`src/rtl/core/grs_pkg.sv`:
```
// ----------------------------------------------------------------------------
// grs_pkg
// Types and constants of the gradient ramp sampler.
// ----------------------------------------------------------------------------
package grs_pkg;

  localparam int MAX_STOPS   = 8;
  localparam int IDX_W       = $clog2(MAX_STOPS);
  localparam int CNT_W       = 4;
  localparam int POS_W       = 16;
  localparam int CH_W        = 8;
  localparam int NUM_CH      = 3;
  localparam int PROD_W      = CH_W + POS_W;
  localparam int REM_W       = PROD_W + 1;
  localparam int DIV_STEPS   = CH_W;
  localparam int DCNT_W      = $clog2(DIV_STEPS + 1);
  // depth must stay a power of two: pointers wrap by overflow
  localparam int QUEUE_DEPTH = 2;
  localparam int QPTR_W      = $clog2(QUEUE_DEPTH);
  localparam int QCNT_W      = $clog2(QUEUE_DEPTH + 1);
  localparam logic [CNT_W-1:0] STOP_COUNT_RST = CNT_W'(2);
  localparam logic [CNT_W-1:0] STOP_COUNT_MIN = CNT_W'(2);
  localparam logic [CNT_W-1:0] STOP_COUNT_MAX = CNT_W'(MAX_STOPS);

  typedef enum logic [0:0] {
    OP_WRITE  = 1'b0,
    OP_SAMPLE = 1'b1
  } op_e;

  typedef enum logic [2:0] {
    ST_IDLE,
    ST_RD_FIRST,
    ST_RD_LAST,
    ST_SCAN,
    ST_MUL,
    ST_DIV,
    ST_DONE
  } state_e;

  // channel 0 red, 1 green, 2 blue
  typedef logic [NUM_CH-1:0][CH_W-1:0] color_t;

  typedef struct packed {
    logic [POS_W-1:0] pos;
    color_t           rgb;
  } stop_t;

  typedef struct packed {
    op_e              op;
    logic [IDX_W-1:0] idx;
    logic [POS_W-1:0] pos;
    color_t           rgb;
  } cmd_t;

  typedef struct packed {
    logic valid;
    cmd_t cmd;
  } qhead_t;

  typedef struct packed {
    logic done;
  } div_stat_t;

endpackage

```
`src/rtl/core/gradient_ramp_sampler.sv`:
```
// ----------------------------------------------------------------------------
// gradient_ramp_sampler
// Piecewise linear color gradient over up to eight stops.
// ----------------------------------------------------------------------------
// Input words either write one stop (req_type 0) or sample the ramp
// (req_type 1); only samples return a word. Words pass through a two-entry
// queue, so the input side keeps taking words until it is full, also while
// the back end works or the output is stalled. A stop write is done in the
// idle state as its word leaves the queue. A sample at or beyond the first
// or last stop takes that stop's color; else the scan makes one table read
// per segment until it finds the one that holds the sample, and 8 steps of
// the three-lane divider blend its colors. A zero-length segment skips the
// divider, and a scan that finds no segment returns the last color.
// Results leave in input order from an output register.
// ----------------------------------------------------------------------------
module gradient_ramp_sampler (
  input  logic                       clk_i,
  input  logic                       rst_ni,
  input  logic                       cfg_we_i,
  input  logic [grs_pkg::CNT_W-1:0]  cfg_wdata_i,
  input  logic                       in_valid_i,
  output logic                       in_stall_o,
  input  logic                       req_type_i,
  input  logic [grs_pkg::IDX_W-1:0]  stop_index_i,
  input  logic [grs_pkg::POS_W-1:0]  stop_position_i,
  input  logic [grs_pkg::CH_W-1:0]   stop_red_i,
  input  logic [grs_pkg::CH_W-1:0]   stop_green_i,
  input  logic [grs_pkg::CH_W-1:0]   stop_blue_i,
  input  logic [grs_pkg::POS_W-1:0]  sample_position_i,
  output logic                       out_valid_o,
  input  logic                       out_stall_i,
  output logic [grs_pkg::CH_W-1:0]   out_red_o,
  output logic [grs_pkg::CH_W-1:0]   out_green_o,
  output logic [grs_pkg::CH_W-1:0]   out_blue_o
);

  grs_pkg::qhead_t  q_head;
  logic             q_pop;
  grs_pkg::color_t  out_color;

  grs_front u_front (
    .clk_i             (clk_i),
    .rst_ni            (rst_ni),
    .in_valid_i        (in_valid_i),
    .in_stall_o        (in_stall_o),
    .req_type_i        (req_type_i),
    .stop_index_i      (stop_index_i),
    .stop_position_i   (stop_position_i),
    .stop_red_i        (stop_red_i),
    .stop_green_i      (stop_green_i),
    .stop_blue_i       (stop_blue_i),
    .sample_position_i (sample_position_i),
    .q_head_o          (q_head),
    .q_pop_i           (q_pop)
  );

  grs_back u_back (
    .clk_i       (clk_i),
    .rst_ni      (rst_ni),
    .cfg_we_i    (cfg_we_i),
    .cfg_wdata_i (cfg_wdata_i),
    .q_head_i    (q_head),
    .q_pop_o     (q_pop),
    .out_valid_o (out_valid_o),
    .out_stall_i (out_stall_i),
    .out_color_o (out_color)
  );

  assign out_red_o   = out_color[0];
  assign out_green_o = out_color[1];
  assign out_blue_o  = out_color[2];

endmodule

```
`src/rtl/core/grs_front.sv`:
```
// ----------------------------------------------------------------------------
// grs_front
// Accepts input words, decodes them into commands and queues them.
// ----------------------------------------------------------------------------
module grs_front (
  input  logic                       clk_i,
  input  logic                       rst_ni,
  input  logic                       in_valid_i,
  output logic                       in_stall_o,
  input  logic                       req_type_i,
  input  logic [grs_pkg::IDX_W-1:0]  stop_index_i,
  input  logic [grs_pkg::POS_W-1:0]  stop_position_i,
  input  logic [grs_pkg::CH_W-1:0]   stop_red_i,
  input  logic [grs_pkg::CH_W-1:0]   stop_green_i,
  input  logic [grs_pkg::CH_W-1:0]   stop_blue_i,
  input  logic [grs_pkg::POS_W-1:0]  sample_position_i,
  output grs_pkg::qhead_t            q_head_o,
  input  logic                       q_pop_i
);

  grs_pkg::cmd_t                    in_cmd;
  grs_pkg::cmd_t                    entries_q [grs_pkg::QUEUE_DEPTH];
  logic [grs_pkg::QPTR_W-1:0]       wr_ptr_q, wr_ptr_d;
  logic [grs_pkg::QPTR_W-1:0]       rd_ptr_q, rd_ptr_d;
  logic [grs_pkg::QCNT_W-1:0]       count_q, count_d;
  logic                             full;
  logic                             push;
  logic                             pop;

  // keep only the position the command needs
  always_comb begin
    in_cmd.op  = grs_pkg::op_e'(req_type_i);
    in_cmd.idx = stop_index_i;
    in_cmd.pos = (in_cmd.op == grs_pkg::OP_SAMPLE) ? sample_position_i : stop_position_i;
    in_cmd.rgb = {stop_blue_i, stop_green_i, stop_red_i};
  end

  assign full       = (count_q == grs_pkg::QCNT_W'(grs_pkg::QUEUE_DEPTH));
  assign in_stall_o = full;
  assign push       = in_valid_i && !full;
  assign pop        = q_pop_i && (count_q != '0);

  always_comb begin
    wr_ptr_d = push ? wr_ptr_q + 1'b1 : wr_ptr_q;
    rd_ptr_d = pop ? rd_ptr_q + 1'b1 : rd_ptr_q;
    count_d  = count_q;
    if (push && !pop) begin
      count_d = count_q + 1'b1;
    end else if (pop && !push) begin
      count_d = count_q - 1'b1;
    end
  end

  always_ff @(posedge clk_i or negedge rst_ni) begin
    if (!rst_ni) begin
      wr_ptr_q <= '0;
      rd_ptr_q <= '0;
      count_q  <= '0;
    end else begin
      wr_ptr_q <= wr_ptr_d;
      rd_ptr_q <= rd_ptr_d;
      count_q  <= count_d;
    end
  end

  always_ff @(posedge clk_i) begin
    if (push) begin
      entries_q[wr_ptr_q] <= in_cmd;
    end
  end

  assign q_head_o.valid = (count_q != '0);
  assign q_head_o.cmd   = entries_q[rd_ptr_q];

endmodule

```
`src/rtl/core/grs_div.sv`:
```
// ----------------------------------------------------------------------------
// grs_div
// Three-lane restoring divider for the rounded channel blend.
// ----------------------------------------------------------------------------
module grs_div (
  input  logic                       clk_i,
  input  logic                       rst_ni,
  input  logic                       start_i,
  input  grs_pkg::color_t            ca_i,
  input  grs_pkg::color_t            cb_i,
  input  logic [grs_pkg::POS_W-1:0]  span_i,
  input  logic [grs_pkg::POS_W-1:0]  off_i,
  input  logic [grs_pkg::POS_W-1:0]  spo_i,
  output grs_pkg::div_stat_t         stat_o,
  output grs_pkg::color_t            quot_o
);

  logic [grs_pkg::REM_W-1:0]   rem_q   [grs_pkg::NUM_CH];
  logic [grs_pkg::REM_W-1:0]   rem_d   [grs_pkg::NUM_CH];
  logic [grs_pkg::PROD_W-1:0]  num     [grs_pkg::NUM_CH];
  logic [grs_pkg::REM_W-1:0]   dsh_q, dsh_d;
  logic [grs_pkg::DCNT_W-1:0]  cnt_q, cnt_d;
  grs_pkg::color_t             quot_q, quot_d;

  // quotient is at most 255 since num <= 255 * span, so 8 steps suffice
  always_comb begin
    dsh_d  = dsh_q;
    cnt_d  = cnt_q;
    quot_d = quot_q;
    for (int c = 0; c < grs_pkg::NUM_CH; c++) begin
      num[c]   = grs_pkg::PROD_W'(ca_i[c]) * grs_pkg::PROD_W'(spo_i)
               + grs_pkg::PROD_W'(cb_i[c]) * grs_pkg::PROD_W'(off_i);
      rem_d[c] = rem_q[c];
    end
    if (start_i) begin
      dsh_d = grs_pkg::REM_W'({span_i, 1'b0}) << (grs_pkg::DIV_STEPS - 1);
      cnt_d = grs_pkg::DCNT_W'(grs_pkg::DIV_STEPS);
      for (int c = 0; c < grs_pkg::NUM_CH; c++) begin
        rem_d[c] = {num[c], 1'b0} + grs_pkg::REM_W'(span_i);
      end
    end else if (cnt_q != '0) begin
      dsh_d = dsh_q >> 1;
      cnt_d = cnt_q - 1'b1;
      for (int c = 0; c < grs_pkg::NUM_CH; c++) begin
        if (rem_q[c] >= dsh_q) begin
          rem_d[c]  = rem_q[c] - dsh_q;
          quot_d[c] = {quot_q[c][grs_pkg::CH_W-2:0], 1'b1};
        end else begin
          quot_d[c] = {quot_q[c][grs_pkg::CH_W-2:0], 1'b0};
        end
      end
    end
  end

  always_ff @(posedge clk_i or negedge rst_ni) begin
    if (!rst_ni) begin
      cnt_q <= '0;
    end else begin
      cnt_q <= cnt_d;
    end
  end

  always_ff @(posedge clk_i) begin
    dsh_q  <= dsh_d;
    quot_q <= quot_d;
    for (int c = 0; c < grs_pkg::NUM_CH; c++) begin
      rem_q[c] <= rem_d[c];
    end
  end

  assign stat_o.done = (cnt_q == grs_pkg::DCNT_W'(1));
  assign quot_o      = quot_q;

endmodule

```
`src/rtl/core/grs_back.sv`:
```
// ----------------------------------------------------------------------------
// grs_back
// Holds the stop table and carries out writes and samples from the queue.
// ----------------------------------------------------------------------------
module grs_back (
  input  logic                       clk_i,
  input  logic                       rst_ni,
  input  logic                       cfg_we_i,
  input  logic [grs_pkg::CNT_W-1:0]  cfg_wdata_i,
  input  grs_pkg::qhead_t            q_head_i,
  output logic                       q_pop_o,
  output logic                       out_valid_o,
  input  logic                       out_stall_i,
  output grs_pkg::color_t            out_color_o
);

  grs_pkg::state_e               state_q, state_d;
  logic [grs_pkg::CNT_W-1:0]     stop_count_q;
  logic [grs_pkg::CNT_W-1:0]     n_sat;
  logic [grs_pkg::IDX_W-1:0]     last_idx;
  grs_pkg::stop_t                stops_q [grs_pkg::MAX_STOPS];
  logic [grs_pkg::IDX_W-1:0]     rd_idx;
  grs_pkg::stop_t                rd_entry;
  grs_pkg::stop_t                a_q;
  grs_pkg::color_t               b_rgb_q;
  grs_pkg::color_t               last_rgb_q;
  grs_pkg::color_t               res_q;
  grs_pkg::color_t               out_q;
  logic [grs_pkg::POS_W-1:0]     pos_q;
  logic [grs_pkg::POS_W-1:0]     span_q, off_q, spo_q;
  logic [grs_pkg::IDX_W-1:0]     idx_q;
  logic [grs_pkg::IDX_W-1:0]     nxt_idx;
  logic                          res_div_q;
  logic                          out_valid_q;
  logic                          clamp_lo, clamp_hi, seg_hit, scan_end;
  logic                          out_free;
  logic                          tbl_we;
  logic                          div_start;
  logic                          out_fire;
  grs_pkg::div_stat_t            div_stat;
  grs_pkg::color_t               div_quot;

  // saturate the stop count to the legal range
  always_comb begin
    n_sat = stop_count_q;
    if (stop_count_q < grs_pkg::STOP_COUNT_MIN) begin
      n_sat = grs_pkg::STOP_COUNT_MIN;
    end else if (stop_count_q > grs_pkg::STOP_COUNT_MAX) begin
      n_sat = grs_pkg::STOP_COUNT_MAX;
    end
  end

  assign last_idx = grs_pkg::IDX_W'(n_sat - 1'b1);
  assign nxt_idx  = idx_q + 1'b1;
  assign rd_entry = stops_q[rd_idx];
  assign clamp_lo = (pos_q <= a_q.pos);
  assign clamp_hi = (pos_q >= rd_entry.pos);
  assign seg_hit  = (pos_q >= a_q.pos) && (pos_q <= rd_entry.pos);
  assign scan_end = (nxt_idx == last_idx);
  assign out_free = !out_valid_q || !out_stall_i;

  // next state
  always_comb begin
    state_d = state_q;
    case (state_q)
      grs_pkg::ST_IDLE: begin
        if (q_head_i.valid && q_head_i.cmd.op == grs_pkg::OP_SAMPLE) begin
          state_d = grs_pkg::ST_RD_FIRST;
        end
      end
      grs_pkg::ST_RD_FIRST: begin
        state_d = grs_pkg::ST_RD_LAST;
      end
      grs_pkg::ST_RD_LAST: begin
        state_d = (clamp_lo || clamp_hi) ? grs_pkg::ST_DONE : grs_pkg::ST_SCAN;
      end
      grs_pkg::ST_SCAN: begin
        if (seg_hit) begin
          state_d = grs_pkg::ST_MUL;
        end else if (scan_end) begin
          state_d = grs_pkg::ST_DONE;
        end
      end
      grs_pkg::ST_MUL: begin
        state_d = (span_q == '0) ? grs_pkg::ST_DONE : grs_pkg::ST_DIV;
      end
      grs_pkg::ST_DIV: begin
        if (div_stat.done) begin
          state_d = grs_pkg::ST_DONE;
        end
      end
      grs_pkg::ST_DONE: begin
        if (out_free) begin
          state_d = grs_pkg::ST_IDLE;
        end
      end
      default: begin
        state_d = grs_pkg::ST_IDLE;
      end
    endcase
  end

  // control outputs
  always_comb begin
    q_pop_o   = 1'b0;
    tbl_we    = 1'b0;
    div_start = 1'b0;
    out_fire  = 1'b0;
    rd_idx    = '0;
    case (state_q)
      grs_pkg::ST_IDLE: begin
        q_pop_o = q_head_i.valid;
        tbl_we  = q_head_i.valid && (q_head_i.cmd.op == grs_pkg::OP_WRITE);
      end
      grs_pkg::ST_RD_LAST: begin
        rd_idx = last_idx;
      end
      grs_pkg::ST_SCAN: begin
        rd_idx = nxt_idx;
      end
      grs_pkg::ST_MUL: begin
        div_start = (span_q != '0);
      end
      grs_pkg::ST_DONE: begin
        out_fire = out_free;
      end
      default: begin
        rd_idx = '0;
      end
    endcase
  end

  always_ff @(posedge clk_i or negedge rst_ni) begin
    if (!rst_ni) begin
      state_q      <= grs_pkg::ST_IDLE;
      stop_count_q <= grs_pkg::STOP_COUNT_RST;
      out_valid_q  <= 1'b0;
      res_div_q    <= 1'b0;
    end else begin
      state_q <= state_d;
      if (cfg_we_i) begin
        stop_count_q <= cfg_wdata_i;
      end
      if (out_fire) begin
        out_valid_q <= 1'b1;
      end else if (!out_stall_i) begin
        out_valid_q <= 1'b0;
      end
      if (state_q == grs_pkg::ST_IDLE) begin
        res_div_q <= 1'b0;
      end else if (state_q == grs_pkg::ST_DIV) begin
        res_div_q <= 1'b1;
      end
    end
  end

  always_ff @(posedge clk_i) begin
    if (tbl_we) begin
      stops_q[q_head_i.cmd.idx] <= {q_head_i.cmd.pos, q_head_i.cmd.rgb};
    end
    if (out_fire) begin
      out_q <= res_div_q ? div_quot : res_q;
    end
    case (state_q)
      grs_pkg::ST_IDLE: begin
        pos_q <= q_head_i.cmd.pos;
      end
      grs_pkg::ST_RD_FIRST: begin
        a_q <= rd_entry;
      end
      grs_pkg::ST_RD_LAST: begin
        last_rgb_q <= rd_entry.rgb;
        idx_q      <= '0;
        res_q      <= clamp_lo ? a_q.rgb : rd_entry.rgb;
      end
      grs_pkg::ST_SCAN: begin
        if (seg_hit) begin
          span_q  <= rd_entry.pos - a_q.pos;
          off_q   <= pos_q - a_q.pos;
          spo_q   <= rd_entry.pos - pos_q;
          b_rgb_q <= rd_entry.rgb;
        end else begin
          // advance to the next segment; fall back to the last color
          a_q   <= rd_entry;
          idx_q <= nxt_idx;
          res_q <= last_rgb_q;
        end
      end
      grs_pkg::ST_MUL: begin
        res_q <= a_q.rgb;
      end
      default: begin
        res_q <= res_q;
      end
    endcase
  end

  grs_div u_div (
    .clk_i   (clk_i),
    .rst_ni  (rst_ni),
    .start_i (div_start),
    .ca_i    (a_q.rgb),
    .cb_i    (b_rgb_q),
    .span_i  (span_q),
    .off_i   (off_q),
    .spo_i   (spo_q),
    .stat_o  (div_stat),
    .quot_o  (div_quot)
  );

  assign out_valid_o = out_valid_q;
  assign out_color_o = out_q;

endmodule

```
`config.mk`:
```
export PLATFORM = sky130hd
export DESIGN_NAME = gradient_ramp_sampler
export DESIGN_NICKNAME = d
export VERILOG_FILES = /design/src/rtl/core/grs_pkg.sv /design/src/rtl/core/gradient_ramp_sampler.sv /design/src/rtl/core/grs_front.sv /design/src/rtl/core/grs_div.sv /design/src/rtl/core/grs_back.sv
export SDC_FILE = /design/constraint.sdc
export NUM_CORES = 2
export LEC_CHECK = 0
export CAP_MARGIN = 20
export CORE_MARGIN = 5
export CORE_UTILIZATION = 66
export DETAILED_ROUTE_END_ITERATION = 10
export DONT_BUFFER_PORTS = 1
export PLACE_DENSITY = 0.85
export SYNTH_ARGS = -nofsm -noshare
export SYNTH_HDL_FRONTEND = slang
export SYNTH_SLANG_ARGS = --single-unit
export TNS_END_PERCENT = 50
```
`constraint.sdc`:
```
create_clock -name clk_i -period 12.95 [get_ports clk_i]
set_input_delay 1.295 -clock clk_i [delete_from_list [all_inputs] [get_ports clk_i]]
set_output_delay 1.295 -clock clk_i [all_outputs]
set_load 0.05 [all_outputs]
```
==> PnR_summary.wiki <==
{| class="wikitable"
! Metric !! Value
|-
| Origin of the worst setup path || u_back.spo_q[4]$_DFFE_PP_
|-
| Post-synthesis instance area || about 60000 µm²
|-
| Buffers from clock root to sink, at most || 3
|-
| Library cell appearing most often on the critical path || sky130_fd_sc_hd__inv_1
|-
| Max transition margin || 0.233
|-
| Number of buffers created by CTS || 78
|-
| Register-to-register setup slack || 4700 ps
|-
| Area contributors post-synth || sky130_fd_sc_hd__edfxtp_1 (36%), sky130_fd_sc_hd__fa_1 (21%), sky130_fd_sc_hd__ha_1 (7.9%), sky130_fd_sc_hd__nand2_1 (6.1%), sky130_fd_sc_hd__inv_1 (5.5%)
|-
| Number of cells after detailed placement || around 7000
|-
| Num Clock Sinks || 751
|-
| Final Hold Fails || 0
|-
| Fraction of registers with async set or reset after synthesis || 0.0226
|-
| Tightest Pin Transition || about 1100 ps
|-
| Proportion of netlist area held by the largest area contributor || 0.362
|-
| Worst Reg2Reg Path Length in Cells || 30
|-
| Run status || finished, final reports clean
|-
| Biggest fanout along the worst timing path || 24
|-
| Number of antenna-violating nets in the routed design || 0
|-
| Unrepaired setup endpoints after global routing || no
|-
| Max-slew violation total from the final report || 0
|-
| Crit path required time || 13340 ps
|-
| Nets in the synthesized netlist || just under 7000
|-
| Highest Clock Rate || ~120 MHz
|-
| Starting Density || 0.668
|-
| Count of buffers added by post-CTS timing repair for setup || 0
|-
| Via count of the first global-routing pass || about 44000
|-
| Global-route wire length before repair || 240000 µm
|-
| IO Count || 95
|-
| Via count normalized by instance count || roughly 6
|-
| Area of the die || 97500 µm²
|-
| Growth of design area from synthesis to finish || 6.53%
|-
| Initial antenna violation count || 0
|-
| Largest area contributor in the netlist || sky130_fd_sc_hd__edfxtp_1
|-
| # Max-Cap Violations || 0
|-
| Final weighted congestion of routability-driven global placement || 0.927
|-
| Hold Worst Slack || 311 ps
|-
| Type of the worst min-delay path || in2async
|-
| Site row count || 110
|-
| Later-pin clock latency in the skew report || roughly 680 ps
|-
| Setup violations, final || 0
|-
| Synthesized area divided by synthesized cell count || approximately 10 µm²
|-
| Floorplan core area || between 90000 and 100000 µm²
|-
| Clock-pin slew on the worst setup and hold paths || ~70 ps
|-
| Detailed Routing Iterations Pass 1 || 9
|-
| # resized after CTS || 0
|-
| Ys Warns || 0
|-
| Biggest cell delay along the critical path || around 1100 ps
|-
| Post-route setup TNS || 0 ps
|-
| Share of post-route cells with drive strength above 1 || 0.0515
|-
| Count of different cell masters after synthesis || 80
|-
| Net total in the final layout || 6803
|-
| Total number of vias || 42900
|-
| H-tree levels || 3
|-
| Worst setup path class || reg2reg
|-
| Detailed placement HPWL || ~110000 µm
|-
| Number of synthesized flops with an enable pin || around 730
|-
| Final worst-path cycle share || 0.637
|-
| Clk_skew || approximately 43 ps
|-
| Port-buffer cells || 0
|-
| Crit path DAT || between 8000 and 9000 ps
|-
| Sort of element at the start of the critical path || flip-flop
|-
| CTS hold repair buffers || 0
|-
| # fillers || between 6000 and 7000
|-
| Wire length per cell || roughly 22 µm
|-
| Slowest cell on the critical path || sky130_fd_sc_hd__edfxtp_1
|-
| Drt initial violations || between 4000 and 5000
|-
| Routed wire length || approximately 150000 µm
|-
| Seq cells post-synth || 751
|-
| Sequential area share after synthesis || 0.371
|-
| Number of remaining DRC errors || 0
|-
| Synthesized instance count || roughly 5800
|-
| GRT Util Overall || 0.311
|-
| Root buffer selected by CTS || sky130_fd_sc_hd__clkbuf_16
|-
| Filler-free cell count of the finished design || around 7000
|-
| Beginning of the worst register-to-register path || u_back.spo_q[4]$_DFFE_PP_
|-
| Chip height || 312 µm
|-
| Maximum number of pins on one net before global-route repair || 90
|-
| Critical path capture point type || flip-flop
|-
| CTS tree || yes
|-
| Overall die width || 312 µm
|-
| Global route overflow || 0
|-
| Fin crit period || 8250 ps
|-
| Main flop type after synthesis || sky130_fd_sc_hd__edfxtp_1
|}
-- final timing paths --
kind / endpoint
setup / recovery: u_back.u_div.rem_q[0][74]$_DFFE_PP_
hold / removal: u_back.stop_count_q[2]$_DFFE_PN0P_
setup reg to reg: u_back.u_div.rem_q[0][74]$_DFFE_PP_
hold reg to reg: u_back.u_div.quot_o[9]$_DFFE_PP_
max in group asynchronous: u_back.stop_count_q[1]$_DFFE_PN1P_
min in group clk_i: u_back.u_div.quot_o[9]$_DFFE_PP_
-- layer usage --
layer	part of all wire	global-route usage	vias up
li1	-	-	18900
met2	0.49	0.521	2371
met1	0.37	0.400	21200
met5	0	0	-
met3	0.10	0.0657	445
met4	0.045	0.130	0
-- registers in the layout, summed over array words and instances (netlist names), 2 cells and up --
name                 cells
u_back.stop_count_q      4
u_back.u_div.quot_o     24
u_back.a_q              40
u_back.u_div.dsh_q      24
u_back.span_q           16
u_back.state_q           3
u_back.out_color_o      24
u_back.spo_q            16
u_back.idx_q             3
u_back.off_q            16
u_back.u_div.cnt_q       4
u_back.last_rgb_q       24
u_back.b_rgb_q          24
u_back.stops_q         320
u_front.count_q          2
u_back.u_div.rem_q      75
u_back.pos_q            16
u_front.entries_q       88
u_back.res_q            24
-- area by class of cell --
type / count / area [µm²] / area share
inverters: 887 / 3330 / 0.0518
diodes: 4 / 10.0 / 0.000156
multi-input cells: 3946 / 33900 / 0.528
flip-flops and latches: 751 / 22400 / 0.349
well taps: 1176 / 1470 / 0.0229
clock inverters: 47 / 581 / 0.00904
clock buffers: 99 / 2100 / 0.0327
repair buffers: 55 / 453 / 0.00705
-- Yosys cell counts, drive strengths merged (21+ instances only) --
master,instances
xor2,80
a21o,80
mux2,82
ha,382
a211oi,25
nand2,972
o21a,29
nor2,169
o21ai,176
clkbuf,197
and2,332
nand3,236
inv,887
nand4,30
buf,29
fa,633
xnor2,143
nor2b,33
o21bai,25
a222oi,24
nor3,45
a31oi,21
edfxtp,726
a21oi,205
nand2b,40
o31ai,30
-- logic make-up after synthesis --
family	count (synthesis)	synth area share
buffers and inverters	1113	0.0694
XOR/XNOR	224	0.0328
multiplexers	90	0.0166
AO/OA/AOI/OAI	702	0.0743
adder cells (fa/ha/maj)	1015	0.289
flip-flops	751	0.371
AND/OR/NAND/NOR	1915	0.146
-- cells in the final DEF (no fill, tap or decap), types with 143 or more instances in the layout --
cell type and instances:
sky130_fd_sc_hd__a21oi_1 202, sky130_fd_sc_hd__o21ai_0 155, sky130_fd_sc_hd__fa_1 633, sky130_fd_sc_hd__nand2_1 972, sky130_fd_sc_hd__nor2_1 157, sky130_fd_sc_hd__ha_1 382
sky130_fd_sc_hd__nand3_1 236, sky130_fd_sc_hd__xnor2_1 143, sky130_fd_sc_hd__and2_1 332, sky130_fd_sc_hd__edfxtp_1 726, sky130_fd_sc_hd__inv_1 887
-- worst max-delay path, delay by kind of cell, from the launching register on --
family | cells | cell delay (ps)
XOR/XNOR | 3 | 590
adder cells (fa/ha/maj) | 8 | 3510
flip-flops | 1 | 1110
multiplexers | 1 | 100
buffers and inverters | 6 | 350
AND/OR/NAND/NOR | 4 | 550
AO/OA/AOI/OAI | 8 | 1800
-- stage by stage --
step,worst slack (ps),util,area (µm²)
global route,4370,0.711,64200
CTS,4820,0.710,64100
floorplan,3320,-,60300
detailed placement,4790,0.681,61500
global placement,5080,0.681,61400
finish,4700,0.711,64200
Power is not shown: default switching activity piles up to over one toggle a cycle in this logic, so the estimate is an artifact.
